### config.mk
export PLATFORM = sky130hd
export DESIGN_NAME = mps_result_buf_flat
export DESIGN_NICKNAME = d
export VERILOG_FILES = /design/src/hw/rtl/mps_pkg.sv /design/src/hw/rtl/mps_if.sv /design/src/hw/rtl/mps_result_buf.sv /design/src/flat_wrapper.sv
export SDC_FILE = /design/constraint.sdc
export NUM_CORES = 1
export LEC_CHECK = 0
export ABC_AREA = 1
export BUFFER_PORTS_ARGS = -buffer_cell sky130_fd_sc_hd__buf_2
export CAP_MARGIN = 0
export CELL_PAD_IN_SITES_DETAIL_PLACEMENT = 0
export CELL_PAD_IN_SITES_GLOBAL_PLACEMENT = 2
export CORE_AREA = 2 2 156 158
export CTS_CLUSTER_DIAMETER = 100
export DETAILED_ROUTE_END_ITERATION = 6
export DIE_AREA = 0 0 158 160
export GPL_TIMING_DRIVEN = 0
export PLACE_DENSITY_LB_ADDON = 0.15
export SLEW_MARGIN = 20
export SYNTH_ARGS = -nofsm -noshare
export SYNTH_HDL_FRONTEND = slang
export SYNTH_SLANG_ARGS = --single-unit
### constraint.sdc
create_clock -name clk_i -period 0.95 [get_ports clk_i]
set_input_delay 0.095 -clock clk_i [delete_from_list [all_inputs] [get_ports clk_i]]
set_output_delay 0.095 -clock clk_i [all_outputs]
set_load 0.01 [all_outputs]
### src/hw/rtl/mps_pkg.sv
// ----------------------------------------------------------------------------
// Masked pattern search package
// Shared sizes, codes and item types of the masked byte-pattern search.
// ----------------------------------------------------------------------------
package mps_pkg;

  // Number of pattern positions, and so of cells in the chain.
  localparam int MaxPattern = 256;
  localparam int SelW       = (MaxPattern > 1) ? $clog2(MaxPattern) : 1;

  localparam int LenW       = 9;
  localparam int LimitW     = 16;
  localparam int AddrW      = 32;
  localparam int SeenW      = 33;
  localparam int CfgIdxW    = 2;
  localparam int CfgDataW   = 32;

  localparam logic [LimitW-1:0] ResetLimit = 16'd1024;
  localparam logic [SeenW-1:0]  SeenMax    = {SeenW{1'b1}};

  typedef enum logic {
    OP_LOAD = 1'b0,
    OP_SCAN = 1'b1
  } op_e;

  typedef enum logic {
    KIND_HIT     = 1'b0,
    KIND_SUMMARY = 1'b1
  } kind_e;

  typedef enum logic [CfgIdxW-1:0] {
    REG_PATTERN_LENGTH = 2'd0,
    REG_HIT_LIMIT      = 2'd1,
    REG_START_ADDRESS  = 2'd2
  } cfg_reg_e;

  typedef struct packed {
    op_e        op;
    logic [7:0] pattern_index;
    logic [7:0] pattern_byte;
    logic [7:0] mask_byte;
    logic [7:0] data_byte;
    logic       final_byte;
  } in_item_t;

  typedef struct packed {
    kind_e              result_kind;
    logic [AddrW-1:0]   hit_address;
    logic [LimitW-1:0]  hit_count;
    logic               truncated;
    logic [SeenW-1:0]   scanned_count;
    logic               run_end;
  } out_item_t;

  // Control of the cell chain for one cycle.
  typedef struct packed {
    logic       step;
    logic       replay;
    logic [7:0] data;
    logic       load;
    logic [7:0] load_idx;
    logic [7:0] load_pat;
    logic [7:0] load_mask;
  } chain_ctrl_t;

  // One or two results handed to the output buffer at once.
  typedef struct packed {
    logic      valid;
    logic      two;
    out_item_t first;
    out_item_t second;
  } res_push_t;

endpackage

### src/hw/rtl/mps_if.sv


interface mps_out_if;
  logic               valid;
  logic               ready;
  mps_pkg::out_item_t item;

  modport source (output valid, output item, input ready);
  modport sink   (input valid, input item, output ready);
endinterface

### src/hw/rtl/mps_result_buf.sv
// ----------------------------------------------------------------------------
// Masked pattern search result buffer
// Two-entry output register that holds the results of one item while the
// receiver stalls.
// ----------------------------------------------------------------------------
module mps_result_buf (
  input  logic                 clk_i,
  input  logic                 rst_ni,
  input  mps_pkg::res_push_t   push_i,
  output logic                 empty_o,
  mps_out_if.source            out_o
);

  mps_pkg::out_item_t entry_q [2];
  logic               rd_q, rd_d;
  logic [1:0]         cnt_q, cnt_d;
  logic               pop;

  assign out_o.valid = cnt_q != 2'd0;
  assign out_o.item  = entry_q[rd_q];
  assign empty_o     = cnt_q == 2'd0;
  assign pop         = out_o.valid && out_o.ready;

  always_comb begin
    rd_d  = rd_q;
    cnt_d = cnt_q;
    if (push_i.valid) begin
      rd_d  = 1'b0;
      cnt_d = push_i.two ? 2'd2 : 2'd1;
    end else if (pop) begin
      rd_d  = rd_q + 1'b1;
      cnt_d = cnt_q - 2'd1;
    end
  end

  always_ff @(posedge clk_i or negedge rst_ni) begin
    if (!rst_ni) begin
      rd_q  <= 1'b0;
      cnt_q <= 2'd0;
    end else begin
      rd_q  <= rd_d;
      cnt_q <= cnt_d;
    end
  end

  always_ff @(posedge clk_i) begin
    if (push_i.valid) begin
      entry_q[0] <= push_i.first;
      entry_q[1] <= push_i.second;
    end
  end

  a_push_when_empty: assert property (@(posedge clk_i) disable iff (!rst_ni)
    push_i.valid |-> cnt_q == 2'd0)
    else $error("result pushed into a non-empty buffer");

  a_cnt_range: assert property (@(posedge clk_i) disable iff (!rst_ni)
    cnt_q != 2'd3)
    else $error("result buffer count out of range");

  a_push_shows: assert property (@(posedge clk_i) disable iff (!rst_ni)
    push_i.valid |=> out_o.valid && rd_q == 1'b0)
    else $error("pushed result not presented from the first entry");

endmodule

### src/flat_wrapper.sv
// flat-port wrapper written by rule: the top's interface ports become plain ports
module mps_result_buf_flat 
  (clk_i, rst_ni, push_i, empty_o, out_o_valid, out_o_item, out_o_ready);
  mps_out_if out_o_i ();
  input  logic clk_i;
  input  logic rst_ni;
  input  mps_pkg::res_push_t push_i;
  output logic empty_o;
  output wire logic [$bits(out_o_i.valid)-1:0] out_o_valid;
  output wire logic [$bits(out_o_i.item)-1:0] out_o_item;
  input wire logic [$bits(out_o_i.ready)-1:0] out_o_ready;
  assign out_o_valid = out_o_i.valid;
  assign out_o_item = out_o_i.item;
  assign out_o_i.ready = out_o_ready;
  mps_result_buf u_core (.clk_i(clk_i), .rst_ni(rst_ni), .push_i(push_i), .empty_o(empty_o), .out_o(out_o_i));
endmodule
Word-level counts from Yosys, hierarchy flattened
Memories as Yosys holds them, arrays and structs flattened.
Index checks and enable logic that the tools add are counted.
{ "word_totals": {"word_cells": 16, "memories": 1, "out_inout_bits": 86, "ram_bits": 168, "latch_bits": 0, "ff_bits": 3, "inputBits": 173, "rom_bits": 0} }
{ "classes": {"add_sub_neg": 2, "mul": 0, "div": 0, "muxes": 7, "eq_ne": 0, "n_bitwise": 0, "n_lt_le_gt_ge": 0, "n_reduce_logical": 4, "shifts": 0} }
{ "memory_table": {"columns": ["name", "depth", "width", "rd", "rd_ports_with_merged_regs", "wr", "line_no", "text"], "rows": [
  ["u_core.entry_q", 2, 84, 1, 0, 2, "mps_result_buf.sv:14", "mps_pkg::out_item_t entry_q [2];"]
]} }
{ "op_table": {"columns": ["operator", "count"], "rows": [
  ["two-way mux 2 bit", 3],
  ["two-way mux 1 bit", 4],
  ["nonzero test 2 bit", 2],
  ["logical NOT 2 bit", 1],
  ["subtractor 2 x 1 -> 2 bit, second input constant", 1],
  ["adder 1 bit, second input constant", 1],
  ["logical AND 1 bit", 1]
]} }

Longest topological paths before layout
{ "depth": {"word_depth": 4, "mapped_depth": 7, "mapped_depth_nobuf": 7} }

Worst setup path after synthesis
OpenSTA, ideal clock, no wires.
{ "synth_timing": {"path_type": "register -> register", "startpoint": "reg u_core.cnt_q[0]", "endpoint": "reg u_core.cnt_q[0]", "path_slack_ns": -0.180, "setup_ns": 0.117, "n_path_buf": 0, "synth_period_minus_slack_ns": 1.130, "path_stages_with_launch": 8, "required_ns": 0.833, "t_arrival_ns": 1.013, "path_cell_list": "dfrtp_1 > inv_1 > ha_1 > inv_1 > nand2_1 > nand2_1 > nand2_1 > nand2_1"} }
{ "synth_between": {"elab_chain_len": 3, "elab_cells_between_ends": 6, "cone_classes": "add/sub: 1; mux: 2; reduce/logical: 3"} }
{ "synth_rtl": {"columns": ["item", "line_no", "text"], "rows": [
  ["from (decl)", "mps_result_buf.sv:16", "logic [1:0] cnt_q, cnt_d;"],
  ["from (signal assigned)", "mps_result_buf.sv:42", "cnt_q <= cnt_d;"],
  ["nonzero test 2 bit", "mps_result_buf.sv:19", "assign out_o.valid = cnt_q != 2'd0;"],
  ["net out_o_valid", "flat_wrapper.sv:9", "output wire logic [$bits(out_o_i.valid)-1:0] out_o_valid;"],
  ["logical AND 1 bit", "mps_result_buf.sv:22", "assign pop = out_o.valid && out_o.ready;"],
  ["nonzero test 2 bit (no source line)", null, null]
]} }
The timed path passes the listed nets, and every way through them passes these cells. The select of a mux whose other input is x is not followed.
A chain may end at the register's enable or synchronous reset.

Worst setup path after layout
{ "layout_timing": {"startpoint": "reg u_core.rd_q", "endpoint": "out out_o_item[69]"} }
{ "layout_between": {"elab_chain_len": 1} }
{ "layout_rtl": {"columns": ["item", "line_no", "text"], "rows": [
  ["from (decl)", "mps_result_buf.sv:15", "logic rd_q, rd_d;"],
  ["from (signal assigned)", "mps_result_buf.sv:41", "rd_q <= rd_d;"],
  ["memory read (2 x 84 bit)", null, null],
  ["to (decl)", "flat_wrapper.sv:10", "output wire logic [$bits(out_o_i.item)-1:0] out_o_item;"]
]} }
No other way between the ends.

==> impl_metrics.env <==
export IMPL_final_cells=1256
export IMPL_worst_setup_path_type="flip-flop to output port"
export IMPL_p_per_area_nw_per_um2=1920
export IMPL_grtUsageTotal_pct=13.8
export IMPL_syn_inst=465
export IMPL_globalRouteOverflowTotal=0
export IMPL_synthFlopType="edfxtp_1"
export IMPL_clkPwrFrac_pct=33.8
export IMPL_grt_pass1_wl_mm=26.9
export IMPL_finalHoldViolations=0
export IMPL_tightest_slew_ps=524
export IMPL_cts_buffers=17
export IMPL_synth_fp_nets=639
export IMPL_first_iter_violations=205
export IMPL_hpwl_mm=11.6
export IMPL_area_delta_synth_final_pct=72.7
export IMPL_wl_per_cell_um=13.9
export IMPL_ys_async_sr_fraction_pct=1.75
export IMPL_hp_class="input port to flip-flop"
export IMPL_worstHoldPathCells=1
export IMPL_fp_row_count=57
export IMPL_cp_cell_sequence="buf_8, clkbuf_16, buf_12, o21ai_4, buf_2"
export IMPL_setup_slack_ps=-722
export IMPL_initial_core_util_pct=27.3
export IMPL_dp_cells=1048
export IMPL_outcome="complete, but fails checks"
export IMPL_synth_most_common_cell="edfxtp_1"
export IMPL_power_leakage_uw=0.00484
export IMPL_yosys_warnings=0
export IMPL_clkLatencyLatePin_ps=410
export IMPL_slowest_delay_ps=380
export IMPL_rsz0062_at_grt="yes"
export IMPL_maxSlewHeadroom_pct=65.1
export IMPL_n_fill_cell=2220
export IMPL_synth_seq_cells=171
export IMPL_drc_errors=0
export IMPL_route_antenna_remaining_nets=0
export IMPL_nets=1094
export IMPL_drt_pass1_iterations=4
export IMPL_end_kind="output port"
export IMPL_fin_setup_tns_ps=-57020
export IMPL_boundaryPins=259
export IMPL_p_int_uw=15900
export IMPL_yosysSeqAreaShare_pct=78.9
export IMPL_postSynthAreaPerCell_sq_um=14.0
export IMPL_power_share_sequential_pct=42.6
export IMPL_p_switching_uw=5640
export IMPL_crit_arrival_ps=1580
export IMPL_viasPerCell=4.03
export IMPL_violations="negative setup slack"
export IMPL_reg2regPathDepth=8
export IMPL_cap_viol_max_count=0
export IMPL_synth_area_sq_um=6490
export IMPL_cp_start_kind="flip-flop"
export IMPL_die_y_um=160
export IMPL_antenna_cells=0
export IMPL_yosys_top_cells_area="edfxtp_1, nand2_1, o21ai_0"
export IMPL_cpMaxStageDelayCell="dfrtp_1"
export IMPL_worst_ep_required_time_ps=850
export IMPL_coreArea_sq_um=23800
export IMPL_h_tree_depth=4
export IMPL_numClockSinks=171
export IMPL_skew_ps=4.57
export IMPL_p_comb_share_pct=23.6
export IMPL_dieArea_sq_um=25300
export IMPL_first_global_vias=5347
export IMPL_synth_top_area_share_pct=77.7
export IMPL_io_buffers=258
export IMPL_clockRootBuffer="clkbuf_16"
export IMPL_clk_path_buf_depth=2
export IMPL_synth_edf_count=168
export IMPL_swShare_pct=26.3
export IMPL_min_period_ps=1670
export IMPL_die_width_um=158
export IMPL_slew_violations=0
export IMPL_wirelength_mm=17.5
export IMPL_timing_fmax_ghz=0.598
export IMPL_path_clk_slew_ps=70
export IMPL_cts_tree="done"
export IMPL_setup_viol=89
export IMPL_vias=5067
export IMPL_place_gp_congestion=0.720
export IMPL_drive_gt1_share_pct=43.8
export IMPL_fin_crit_sh_pct=176
export IMPL_synth_distinct_cells=16
export IMPL_yosysTopAreaCell="edfxtp_1"
export IMPL_irDropWorstVdd_uv=1280
export IMPL_ys_top_cells_by_count="edfxtp_1, nand2_1, inv_1, o21ai_0, o21ai_2"
export IMPL_worstPathMaxFanout=10
export IMPL_antenna_found_initial=0
export IMPL_grt_max_degree=90
export IMPL_hold_slack_ps=104
[worst paths after layout]
path	start	to	slack [ps]
worst max-delay path	u_core.rd_q	out_o_item[69]	-720
worst min-delay path	push_i[169]	u_core.entry_q[1][80]	100
worst max register to register	u_core.cnt_q[0]	u_core.cnt_q[1]	-190
worst min register to register	u_core.cnt_q[1]	u_core.cnt_q[1]	550
max in group asynchronous	rst_ni	u_core.cnt_q[0]	270
min in group asynchronous	rst_ni	u_core.cnt_q[1]	550
[registers in the layout, summed over array words and instances, names as in the netlist]
| register | flops |
|---|---|
| u_core.cnt_q | 2 |
| u_core.entry_q | 168 |
| u_core.rd_q | 1 |
[metal layers]
metal	GRT usage (%)	up-vias	share of wire (%)	wire length, um
met5	0	-	0	0
met4	4.63	0	1.8	307
met3	3.69	20	6.1	1080
met2	23.8	178	50	8700
met1	16.5	2387	42	7430
li1	-	2482	-	-
[final cells by class]
| type | instances | area [sq um] | area share (%) |
|---|---|---|---|
| sequential | 171 | 5120 | 45.7 |
| timing repair buffer | 436 | 3190 | 28.5 |
| multi-input combinational | 186 | 1290 | 11.5 |
| clock buffer | 20 | 437 | 3.89 |
| tap | 324 | 405 | 3.62 |
| inverter | 89 | 337 | 3.00 |
| buffer | 19 | 259 | 2.31 |
| clock inverter | 11 | 170 | 1.52 |
[layout by cell type (no fill, tap or decap)]
master	Yosys	layout
buf_8	1	4
nand3_2	0	1
inv_1	89	86
buf_4	1	2
dfrtp_1	3	3
o21ai_2	14	39
nand2_4	0	5
nor2_1	1	1
buf_16	0	1
dlygate4sd3_1	0	173
nand2_8	0	1
buf_6	8	11
o21ai_1	1	30
inv_2	0	2
inv_6	0	1
clkinv_4	0	3
nand2_1	96	55
clkbuf_1	6	3
nand3_1	3	2
clkbuf_4	0	3
clkinv_1	0	2
clkbuf_16	0	20
buf_2	0	251
ha_4	0	1
bufinv_16	0	4
edfxtp_1	168	168
o21ai_0	70	1
inv_4	0	1
nand2_2	0	35
clkinvlp_4	0	1
o21ai_4	0	15
buf_12	0	7
[power by group through the flow]
| stage | clock network (uW) | logic, uW | registers, uW |
|---|---|---|---|
| finish | 7270 | 5080 | 9150 |
| global route | 7790 | 5550 | 9200 |
| CTS | 7510 | 4880 | 9140 |
| detailed placement | 0 | 4180 | 9310 |
| global placement | 0 | 4110 | 9320 |
| floorplan | 0 | 2380 | 9270 |
[critical path, delay by kind of cell (launching register included)]
kind | cells | cell delay, ps
buf+inv | 4 | 630
flops | 1 | 380
compound gates | 1 | 140
[cells by family after synthesis]
logic type               Yosys count  share of synthesized area, %
AND/OR/NAND/NOR                  100                          5.84
flip-flops                       171                          78.9
adder cells (fa/ha/maj)            1                         0.193
buffers and inverters            108                          7.73
AO/OA/AOI/OAI                     85                          7.36
[what timing repair did]
action	4_1_cts	5_1_grt
hold buffers	173	0
endpoints found under the setup margin	173	89
buffers inserted	1	1
gates resized for setup	11	42
pin swaps	4	3
endpoints found under the hold margin	173	0
gates cloned	0	2
[stage by stage]
stage               setup WS, ps  power [uW]  instance area (sq um)  util (%)
detailed placement          -721       13500                   8620      36.2
global placement           -2970       13400                   8580      36.0
floorplan                  -55.9       11700                   6890         -
global route                -803       22500                  11200      47.1
CTS                         -776       21500                  11000      46.2
finish                      -722       21500                  11200      47.1
(Power assumes the default switching activity.)
